$ cat config.mk
export PLATFORM = sky130hd
export DESIGN_NAME = htwd_ctrl
export DESIGN_NICKNAME = d
export VERILOG_FILES = /design/src/rtl/core/htwd_pkg.sv /design/src/rtl/core/htwd_ctrl.sv
export SDC_FILE = /design/constraint.sdc
export NUM_CORES = 1
export LEC_CHECK = 0
export BUFFER_PORTS_ARGS = -buffer_cell sky130_fd_sc_hd__buf_2
export CORE_AREA = 5 5 42 44
export CTS_CLUSTER_DIAMETER = 120
export DETAILED_ROUTE_END_ITERATION = 7
export DIE_AREA = 0 0 47 49
export GPL_TIMING_DRIVEN = 1
export SLEW_MARGIN = 20
export SYNTH_ARGS = -nofsm -noshare
export SYNTH_HDL_FRONTEND = slang
export SYNTH_SLANG_ARGS = --single-unit
$ cat constraint.sdc
create_clock -name clk -period 2.7 [get_ports clk]
set_clock_uncertainty 0.2 [all_clocks]
set_input_delay 0.54 -clock clk [delete_from_list [all_inputs] [get_ports clk]]
set_output_delay 0.54 -clock clk [all_outputs]
set_load 0.05 [all_outputs]
$ cat src/rtl/core/htwd_pkg.sv
package htwd_pkg;

  // Field widths of the stream items and registers.
  localparam int IDX_W   = 9;
  localparam int SYM_W   = 8;
  localparam int CNT_W   = 4;
  localparam int FUNC_W  = 2;
  localparam int LIMIT_W = 32;
  localparam int BYTE_W  = 8;
  localparam int IN_W    = 48;
  localparam int OUT_W   = 8;
  localparam int USER_W  = 2;

  // Bits per data byte and the position of its first bit.
  localparam int BYTE_BITS = 8;
  localparam int TOP_BIT   = 7;

  localparam int DEF_NODE_DEPTH = 512;

  // Item kinds carried on the slave tuser.
  localparam logic [FUNC_W-1:0] FUNC_LOAD    = 2'd0;
  localparam logic [FUNC_W-1:0] FUNC_DATA    = 2'd1;
  localparam logic [FUNC_W-1:0] FUNC_RESTART = 2'd2;

  // Configuration register indexes.
  localparam int CFG_IDX_W = 1;
  localparam logic [CFG_IDX_W-1:0] REG_NODE_COUNT   = 1'b0;
  localparam logic [CFG_IDX_W-1:0] REG_SYMBOL_LIMIT = 1'b1;

  typedef struct packed {
    logic             leaf;
    logic [IDX_W-1:0] left;
    logic [IDX_W-1:0] right;
    logic [SYM_W-1:0] sym;
  } node_t;

  // Commands from the controller to the datapath.
  typedef struct packed {
    logic load;
    logic restart;
    logic start;
    logic latch_root;
    logic latch_cur;
    logic emit_root;
    logic issue_next;
    logic take_next;
    logic flush;
  } htwd_cmd_t;

  // Status from the datapath to the controller.
  typedef struct packed {
    logic tree_empty;
    logic bits_done;
    logic limit_hit;
    logic root_leaf;
    logic room;
    logic pend_valid;
  } htwd_stat_t;

endpackage

$ cat src/rtl/core/htwd_ctrl.sv
module htwd_ctrl (
  input  logic                            clk,
  input  logic                            rst,
  input  logic                            in_valid,
  input  logic [htwd_pkg::FUNC_W-1:0]     in_func,
  output logic                            in_ready,
  input  htwd_pkg::htwd_stat_t            stat,
  output htwd_pkg::htwd_cmd_t             cmd
);
  import htwd_pkg::*;

  localparam logic [2:0] ST_IDLE  = 3'd0;
  localparam logic [2:0] ST_ROOT  = 3'd1;
  localparam logic [2:0] ST_CUR   = 3'd2;
  localparam logic [2:0] ST_BIT   = 3'd3;
  localparam logic [2:0] ST_NEXT  = 3'd4;
  localparam logic [2:0] ST_DRAIN = 3'd5;

  logic [2:0] state;
  logic [2:0] state_next;

  always_ff @(posedge clk) begin
    if (rst) begin
      state <= ST_IDLE;
    end else begin
      state <= state_next;
    end
  end

  always_comb begin
    state_next = state;
    cmd        = '0;
    in_ready   = 1'b0;
    unique case (state)
      ST_IDLE: begin
        in_ready = 1'b1;
        if (in_valid) begin
          unique case (in_func)
            FUNC_LOAD:    cmd.load = 1'b1;
            FUNC_RESTART: cmd.restart = 1'b1;
            FUNC_DATA: begin
              cmd.start  = 1'b1;
              state_next = stat.tree_empty ? ST_DRAIN : ST_ROOT;
            end
            default: ;
          endcase
        end
      end
      ST_ROOT: begin
        cmd.latch_root = 1'b1;
        state_next     = ST_CUR;
      end
      ST_CUR: begin
        cmd.latch_cur = 1'b1;
        state_next    = ST_BIT;
      end
      ST_BIT: begin
        if (stat.bits_done || stat.limit_hit) begin
          state_next = ST_DRAIN;
        end else if (stat.room) begin
          if (stat.root_leaf) begin
            cmd.emit_root = 1'b1;
          end else begin
            cmd.issue_next = 1'b1;
            state_next     = ST_NEXT;
          end
        end
      end
      ST_NEXT: begin
        cmd.take_next = 1'b1;
        state_next    = ST_BIT;
      end
      ST_DRAIN: begin
        if (!stat.pend_valid) begin
          state_next = ST_IDLE;
        end else if (stat.room) begin
          cmd.flush  = 1'b1;
          state_next = ST_IDLE;
        end
      end
      default: state_next = ST_IDLE;
    endcase
  end

endmodule

==> metrics.md, run 1 <==
| Metric | Value |
|---|---|
| Status | complete, no violations |
| Worst Tran Pin Value | 0.450 ns |
| Gp weighted congestion | 0.725 |
| PortBufs | 20 |
| Synth top area cells | dfxtp_1 (20%), and4b_1 (6.7%), o32ai_2 (5.4%) |
| Peak Freq | 0.431 GHz |
| Synth unique cells | 26 |
| Largest net degree at the start of global routing | 16 |
| TritonCTS Sinks | 3 |
| Tmin final | 2.32 ns |
| Placed instance area | 432 µm² |
| Total Power | 502 µW |
| DRC | 0 |
| Synth Flop Type | dfxtp_1 |
| Final max-slew violation count | 0 |
| Global route total overflow | 0 |
| Top post-synthesis cells by count | dfxtp_1 (3), nor2_1 (3) |
| Synthesized flop and latch total | 3 |
| Final setup TNS | 0 ns |
| Yosys top cell by area | dfxtp_1 |
| Final Core Density | 0.327 |
| Site Rows | 14 |
| Yosys top cell area share | 0.201 |
| Area grow syn2layout | 53.1% |
| Clock transition at path regs | 0.04 ns |
| Total track usage | 0.0787 |
| Core ar. | 1400 µm² |
| Total of max-cap violations | 0 |
| DR WL/cell | 11.1 µm |
| Leak | 0.000224 µW |
| Final Hold Viols | 0 |
| Share of layout cells above drive strength 1 | 0.458 |
| Syn. warnings | 0 |
| TritonCTS clock tree | done |
| Design area | 458 µm² |
| Clk_lat worst skew | 0.23 ns |
| Syn_nets | 49 |
| Critical path class | reg -> out |
| Die X | 47 µm |
| Boundary Pins | 21 |
| Ys async rst share | 0 |
| Sequential share of the synthesized area | 0.201 |
| Iteration-0 DRC Markers | 5 |
| Initial Utilization | 0.213 |
| DIE AREA | 2300 µm² |
| Max_slew headroom | 0.700 |
| Critical Path Source Type | flip-flop |
| First-pass GRT wire length | 1380 µm |
| CP Max Fanout | 15 |
| Vias | 363 |
| EDFF count, synth | 0 |
| Reg with most FFs | state |
| Max FFs per register | 3 |
| H-Tree Depth | 1 |
| Longest Clk Path Bufs | 2 |
| Final period util | 0.859 |
| Hold Buf Count CTS | 0 |
| Pre-antenna DRT Iters | 2 |
| Arr. time, crit path | 1.58 ns |
| Peak VDD IR | 0.000419 V |
| CTS root buffer | clkbuf_4 |
| Initial antenna violation count | 0 |
| Die Ht | 49 µm |
| Routed Antenna Nets | 0 |
| Vias/cell | 4.84 |
| Post-CTS Resized | 0 |
| Post-CTS setup buffer count | 0 |
| NumNets Final | 71 |
| Vias in the first global route | 344 |
| Synthesized area per cell | 7.87 µm² |
| Power per Cell Area | 1100 nW/µm² |
| Mapped Area | 299 µm² |
| Largest registers | state: 3 flops |
| RSZ-0062 raised after global routing | no |
| Num CTS Buffers | 3 |
| Worst Hold Class | in -> reg |
| CP Capture Type | primary output |
| Post-Synthesis Cells | 38 |
| # setup viols final | 0 |
| Required time worst endpoint | 1.96 ns |
| ANT cells | 0 |
| WL final | 835 µm |
-- cell families after synthesis --
family / count (synthesis) / share of synthesized area
and+or+nand+nor: 24 / 0.531
AOI/OAI and AO/OA: 7 / 0.209
buffers and inverters: 4 / 0.0586
DFF: 3 / 0.201
-- metrics by stage --
step	cells	hold slack [ns]	worst slack [ns]
after global placement	71	0.508	0.640
after floorplan	38	0.412	-0.0154
final	75	0.325	0.380
after global routing	75	0.331	0.238
after detailed placement	71	0.512	0.606
after CTS	75	0.316	0.359
-- power by group --
group	total (µW)	internal (µW)	switching, µW
clock network	78.0	55.3	22.6
logic	305	106	199
registers	119	62.7	56.2
total	502	224	277
-- worst max-delay path: stages (launching register included) --
cell      delay (ns)
dfxtp_1         0.44
nor3_2          0.30
nor4bb_4        0.31
buf_2           0.30
-- area by class of cell --
type / instances / area, µm²
inverters: 1 / 3.75
fillers: 170 / 943
clock buffers: 4 / 26.3
multi-input cells: 31 / 248
well taps: 16 / 20.0
repair buffers: 20 / 100
flip-flops and latches: 3 / 60.1
-- placed cells by master (no fill, tap or decap) --
cell and instances:
nand2b_1 2, nand4_1 2, buf_2 20, nor3b_1 2, nor2b_1 2, clkbuf_1 1, dfxtp_1 3, a22o_1 1
inv_1 1, nor4bb_4 1, a311oi_1 1, nor4_2 1, clkbuf_4 3, nand3b_1 1, and2b_1 1, and4_1 1
nand2_1 1, o32ai_2 1, a211oi_1 1, nor3_1 1, and2_1 2, nor3_2 1, and4b_1 2, or3b_1 1
nor2_1 3, a211o_1 1, o21ai_0 1, o21a_1 1
-- path summary, 6_finish.rpt --
path	from	endpoint	slack (ns)	cells past startpoint
max	state[1]$_SDFFE_PP0P_	cmd[8]	0.38	3
min	rst	state[1]$_SDFFE_PP0P_	0.33	2
max reg2reg	state[1]$_SDFFE_PP0P_	state[2]$_SDFFE_PP0P_	1.07	3
min reg2reg	state[1]$_SDFFE_PP0P_	state[1]$_SDFFE_PP0P_	0.51	2
-- routing by layer --
metal / share of wire / global-route usage / vias to the layer above
li1: - / - / 186
met1: 0.45 / 0.107 / 155
met2: 0.39 / 0.102 / 20
met3: 0.14 / 0.0111 / 2
met4: 0.023 / 0.0691 / 0
met5: 0 / 0 / -
No activity file was read; power rests on OpenSTA's default activity.
==> inputs of run 2 (changes only) <==
--- a/config.mk
+++ b/config.mk
@@ -5,12 +5,14 @@
 export SDC_FILE = /design/constraint.sdc
 export NUM_CORES = 1
 export LEC_CHECK = 0
+export ABC_AREA = 1
 export BUFFER_PORTS_ARGS = -buffer_cell sky130_fd_sc_hd__buf_2
 export CORE_AREA = 5 5 42 44
 export CTS_CLUSTER_DIAMETER = 120
 export DETAILED_ROUTE_END_ITERATION = 7
 export DIE_AREA = 0 0 47 49
 export GPL_TIMING_DRIVEN = 1
+export SKIP_CTS_REPAIR_TIMING = 1
 export SLEW_MARGIN = 20
 export SYNTH_ARGS = -nofsm -noshare
 export SYNTH_HDL_FRONTEND = slang
==> metrics.md, run 2 <==
| Metric | Value |
|---|---|
| Global route total overflow | 0 (unchanged) |
| Leak | 0.000343 µW (was 0.000224 µW) |
| DRC | 0 (unchanged) |
| DP Worst Slack | 0.627 ns (was 0.606 ns) |
| Iteration-0 DRC Markers | 5 (unchanged) |
| Hpwl dp | 815 µm |
| Ys async rst share | 0 (unchanged) |
| Largest registers | state: 3 flops (unchanged) |
| TritonCTS Sinks | 3 (unchanged) |
| WL final | 922 µm (was 835 µm) |
| Worst Hold Class | in -> reg (unchanged) |
| Reg power frac | 0.176 (was 0.237) |
| Synth Flop Type | dfxtp_1 (unchanged) |
| Final period util | 0.792 (was 0.859) |
| Synth unique cells | 17 (was 26) |
| Mapped Area | 413 µm² (was 299 µm²) |
| # setup viols final | 0 (unchanged) |
| Total of max-cap violations | 0 (unchanged) |
| DIE AREA | 2300 µm² (unchanged) |
| Final max-slew violation count | 0 (unchanged) |
| Clk pwr share | 0.129 (was 0.155) |
| Num CTS Buffers | 3 (unchanged) |
| Longest Clk Path Bufs | 2 (unchanged) |
| Peak VDD IR | 0.000486 V (was 0.000419 V) |
| Syn_nets | 89 (was 49) |
| Largest net degree at the start of global routing | 9 (was 16) |
| Yosys top cell area share | 0.173 (was 0.201) |
| PortBufs | 20 (unchanged) |
| Gp weighted congestion | 0.758 (was 0.725) |
| EDFF count, synth | 0 (unchanged) |
| Total track usage | 0.0864 (was 0.0787) |
| Critical Path Slowest Stage Cell | dfxtp_1 (unchanged) |
| Vias | 508 (was 363) |
| Synthesized area per cell | 5.29 µm² (was 7.87 µm²) |
| Share of layout cells above drive strength 1 | 0.360 (was 0.458) |
| Die X | 47 µm (unchanged) |
| Syn. warnings | 0 (unchanged) |
| CTS root buffer | clkbuf_4 (unchanged) |
| Critical Path Source Type | flip-flop (unchanged) |
| Synth top area cells | nand2_1 (17%), dfxtp_1 (15%), nor2_1 (15%) (was dfxtp_1 (20%), and4b_1 (6.7%), o32ai_2 (5.4%)) |
| CP Capture Type | primary output (unchanged) |
| Most common cell after layout, fill and taps aside | buf_2 (unchanged) |
| Tmin final | 2.14 ns (was 2.32 ns) |
| Area grow syn2layout | 33.0% (was 53.1%) |
| CP Max Fanout | 7 (was 15) |
| First-pass GRT wire length | 1560 µm (was 1380 µm) |
| Crit-path cells | nor2_2, nand2_4, nor4_1, buf_2 (was nor3_2, nor4bb_4, buf_2) |
| CP Buf/Inv Count | 1 (unchanged) |
| Worst setup margin | 0.562 ns (was 0.380 ns) |
| Vias/cell | 4.38 (was 4.84) |
| Clk_lat worst skew | 0.23 ns (about the same) |
| Sw power | 348 µW (was 277 µW) |
| Arr. time, crit path | 1.40 ns (was 1.58 ns) |
| Final setup TNS | 0 ns (unchanged) |
| TritonCTS clock tree | done (unchanged) |
| Vias in the first global route | 422 (was 344) |
| Required time worst endpoint | 1.96 ns (about the same) |
| Initial Utilization | 0.295 (was 0.213) |
| Critical Path Max Stage Delay | 0.37 ns (was 0.44 ns) |
| Synthesized flop and latch total | 3 (unchanged) |
| Site Rows | 14 (unchanged) |
| P_int | 236 µW (was 224 µW) |
| Max_slew headroom | 0.809 (was 0.700) |
| Critical path class | reg -> out (unchanged) |
| DR WL/cell | 7.95 µm (was 11.1 µm) |
| Comb pwr share | 0.695 (was 0.607) |
| Top post-synthesis cells by count | nand2_1 (19), nor2_1 (16), inv_1 (13) (was dfxtp_1 (3), nor2_1 (3)) |
| Pre-antenna DRT Iters | 3 (was 2) |
| ANT cells | 0 (unchanged) |
| Final Hold Viols | 0 (unchanged) |
| RSZ-0062 raised after global routing | no (unchanged) |
| Routed Antenna Nets | 0 (unchanged) |
| Critical path's top delay family | simple AND/OR/NAND/NOR gates (unchanged) |
| H-Tree Depth | 1 (unchanged) |
| Most common cell in the synthesized netlist | nand2_1 |
| Worst Tran Pin Value | 0.286 ns (was 0.450 ns) |
| Peak Freq | 0.468 GHz (was 0.431 GHz) |
| Initial antenna violation count | 0 (unchanged) |
| NumNets Final | 112 (was 71) |
| Commonest non-fill, non-tap cells in the layout | buf_2 (20), nand2_1 (19), nor2_1 (16) (was buf_2 (20), nor2_1 (3), clkbuf_4 (3), dfxtp_1 (3)) |
| Sequential share of the synthesized area | 0.145 (was 0.201) |
| Power per Cell Area | 1060 nW/µm² (was 1100 nW/µm²) |
| Status | complete, no violations (unchanged) |
| Die Ht | 49 µm (unchanged) |
| Post-Synthesis Cells | 78 (was 38) |
| Yosys top cell by area | nand2_1 (was dfxtp_1) |
| Max FFs per register | 3 (unchanged) |
| Reg with most FFs | state (unchanged) |
| Clock transition at path regs | 0.04 ns (about the same) |
| Boundary Pins | 21 (unchanged) |
| Sw frac | 0.596 (was 0.553) |
| Core ar. | 1400 µm² (unchanged) |
==> run 2: cell families (layout without fill, tap and decap cells) <==
logic type / after synthesis / after routing / share of synthesized area
and+or+nand+nor: 56 / 56 / 0.652
buffers and inverters: 18 / 40 / 0.191
DFF: 3 / 3 / 0.145
AOI/OAI and AO/OA: 1 / 1 / 0.0121
==> run 2: layout make-up <==
class,instances,area (µm²)
Tap cell,16,20.0
Sequential cell,3,60.1
Inverter,16,62.6
Clock buffer,4,26.3
Fill cell,169,852
Timing Repair Buffer,20,100
Multi-Input combinational cell,57,280
==> run 2: layer usage <==
metal  track usage  vias up  wire length, µm
met5             0        -                0
met4        0.0138        0                0
met3        0.0221        0               71
met2         0.136       16              437
met1         0.118      210              413
li1              -      282                -
==> run 2: worst min-delay path, delay by kind of cell <==
kind,cells,cell delay (ns)
buffers and inverters,2,0.12
AND/OR/NAND/NOR,2,0.09
==> run 2: path summary, 6_finish.rpt <==
check / start / endpoint / slack, ns / depth (start not counted)
worst max register to register: state[2]$_SDFFE_PP0P_ / state[1]$_SDFFE_PP0P_ / 1.26 / 7
worst max-delay path: state[1]$_SDFFE_PP0P_ / cmd[8] / 0.56 / 4
worst min-delay path: rst / state[1]$_SDFFE_PP0P_ / 0.38 / 4
worst min register to register: state[1]$_SDFFE_PP0P_ / state[1]$_SDFFE_PP0P_ / 0.39 / 2
==> run 2: power by group through the flow <==
stage / logic, µW / clock network (µW) / registers (µW)
after floorplan: 378 / 0 / 76.3
final: 406 / 75.0 / 103
after detailed placement: 409 / 0 / 104
after global placement: 407 / 0 / 105
after CTS: 411 / 76.3 / 103
after global routing: 453 / 83.0 / 109
==> run 2: through the flow <==
stage | total power (µW) | area [µm²] | hold WS, ns | std cells | utilization
finish | 583 | 549 | 0.379 | 116 | 0.392
global route | 645 | 549 | 0.409 | 116 | 0.392
CTS | 590 | 549 | 0.383 | 116 | 0.392
detailed placement | 513 | 523 | 0.388 | 112 | 0.373
global placement | 512 | 523 | 0.390 | 112 | 0.373
floorplan | 454 | 419 | 0.353 | 78 | -
==> inputs of run 3 (changes only) <==
==> constraint.sdc (replaced) <==
create_clock -name clk -period 2.1 [get_ports clk]
set_clock_uncertainty 0.2 [all_clocks]
set_input_delay 0.42 -clock clk [delete_from_list [all_inputs] [get_ports clk]]
set_output_delay 0.42 -clock clk [all_outputs]
set_load 0.05 [all_outputs]
==> metrics.md, run 3 (synthesis results as in run 2) <==
| Metric | Value |
|---|---|
| # setup viols final | 0 (unchanged) |
| Critical path class | reg -> out (unchanged) |
| Peak Freq | 0.497 GHz |
| Routed Antenna Nets | 0 (unchanged) |
| RSZ-0062 raised after global routing | no (unchanged) |
| Largest net degree at the start of global routing | 9 (unchanged) |
| NumNets Final | 112 (unchanged) |
| Hpwl dp | 862 µm (was 815 µm) |
| H-Tree Depth | 1 (unchanged) |
| Total Power | 768 µW (was 583 µW) |
| Area grow syn2layout | 40.0% (was 33.0%) |
| Worst Hold Class | in -> reg (unchanged) |
| Commonest non-fill, non-tap cells in the layout | nand2_1 (19), buf_2 (19), nor2_1 (16) (was buf_2 (20), nand2_1 (19), nor2_1 (16)) |
| Non-filler cells, final | 116 (unchanged) |
| Total track usage | 0.0977 (was 0.0864) |
| Gp weighted congestion | 0.718 (was 0.758) |
| Max_slew headroom | 0.807 (was 0.809) |
| Vias/cell | 4.30 (was 4.38) |
| CTS root buffer | clkbuf_4 (unchanged) |
| Cell count after placement | 112 (unchanged) |
| Initial Utilization | 0.295 (unchanged) |
| Final Core Density | 0.413 (was 0.392) |
| Clock transition at path regs | 0.04 ns (about the same) |
| WL final | 992 µm (was 922 µm) |
| Die X | 47 µm (unchanged) |
| Clk_lat worst skew | 0.23 ns (about the same) |
| Final setup TNS | 0 ns (unchanged) |
| Core ar. | 1400 µm² (unchanged) |
| TritonCTS clock tree | done (unchanged) |
| Critical Path Source Type | flip-flop (unchanged) |
| Final max-slew violation count | 0 (unchanged) |
| Die Ht | 49 µm (unchanged) |
| Power per Cell Area | 1330 nW/µm² (was 1060 nW/µm²) |
| Final Hold Viols | 0 (unchanged) |
| Vias | 499 (was 508) |
| DRC | 0 (unchanged) |
| CP Capture Type | primary output (unchanged) |
| Worst setup margin | 0.0874 ns (was 0.562 ns) |
| Site Rows | 14 (unchanged) |
| Status | complete, no violations (unchanged) |
| Pre-antenna DRT Iters | 2 (was 3) |
| Register area | 60.1 µm² (unchanged) |
| Leak | 0.000348 µW (was 0.000343 µW) |
| Largest registers | state: 3 flops (unchanged) |
| First-pass GRT wire length | 1710 µm (was 1560 µm) |
| Longest Clk Path Bufs | 2 (unchanged) |
| TritonCTS Sinks | 3 (unchanged) |
| Boundary Pins | 21 (unchanged) |
| Tmin final | 2.01 ns |
| Reg with most FFs | state (unchanged) |
| Global route total overflow | 0 (unchanged) |
| Iteration-0 DRC Markers | 4 (was 5) |
| Worst Tran Pin Value | 0.289 ns (was 0.286 ns) |
| Vias in the first global route | 434 (was 422) |
| DR WL/cell | 8.55 µm (was 7.95 µm) |
| Share of layout cells above drive strength 1 | 0.390 (was 0.360) |
| Final period util | 0.958 |
| Area of the multi-input gates | 307 µm² (was 280 µm²) |
| Required time worst endpoint | 1.48 ns (was 1.96 ns) |
| ANT cells | 0 (unchanged) |
| DP Worst Slack | 0.247 ns (was 0.627 ns) |
| Arr. time, crit path | 1.39 ns (was 1.40 ns) |
| Fillcell total | 166 (was 169) |
| CP Max Fanout | 8 (was 7) |
| PortBufs | 20 (unchanged) |
| Num CTS Buffers | 3 (unchanged) |
| Total of max-cap violations | 0 (unchanged) |
| Initial antenna violation count | 0 (unchanged) |
| DIE AREA | 2300 µm² (unchanged) |
| Peak VDD IR | 0.000551 V (was 0.000486 V) |
| Max FFs per register | 3 (unchanged) |
## run 3: cell type report
class | instances | area share
multi-input combinational | 57 | 0.530
tap | 16 | 0.0346
timing repair buffer | 20 | 0.177
inverter | 16 | 0.108
sequential | 3 | 0.104
clock buffer | 4 | 0.0455
## run 3: per-stage QoR
stage	hold WS, ns	instance area [µm²]
6_report	0.252	578
5_1_grt	0.281	578
4_1_cts	0.248	576
3_5_place_dp	0.403	549
3_3_place_gp	0.387	549
2_1_floorplan	0.353	445
## run 3: worst paths after layout
kind,start,endpoint,slack [ns],depth (start not counted)
setup / recovery,state[0]$_SDFFE_PP0P_,cmd[3],0.09,5
hold / removal,rst,state[2]$_SDFFE_PP0P_,0.25,4
setup reg to reg,state[2]$_SDFFE_PP0P_,state[0]$_SDFFE_PP0P_,0.61,7
hold reg to reg,state[1]$_SDFFE_PP0P_,state[1]$_SDFFE_PP0P_,0.41,2
## run 3: per-layer routing
| layer | GRT usage | wire length [µm] | vias up |
|---|---|---|---|
| met5 | 0 | 0 | - |
| met3 | 0.0185 | 69 | 0 |
| li1 | - | - | 281 |
| met1 | 0.125 | 447 | 206 |
| met4 | 0.0553 | 0 | 0 |
| met2 | 0.147 | 474 | 12 |
## run 3: worst max-delay path, stage by stage (launching register included)
cell and delay [ns]:
dfxtp_1 0.47, nand2_1 0.09, nor2_1 0.12, nand3_1 0.11, nor2_1 0.10, buf_2 0.26
## run 3: report_power, final
group,total (µW),internal [µW],switching [µW]
clock network,99.8,71.1,28.7
logic,535,153,382
registers,133,81.4,51.5
total,768,306,462
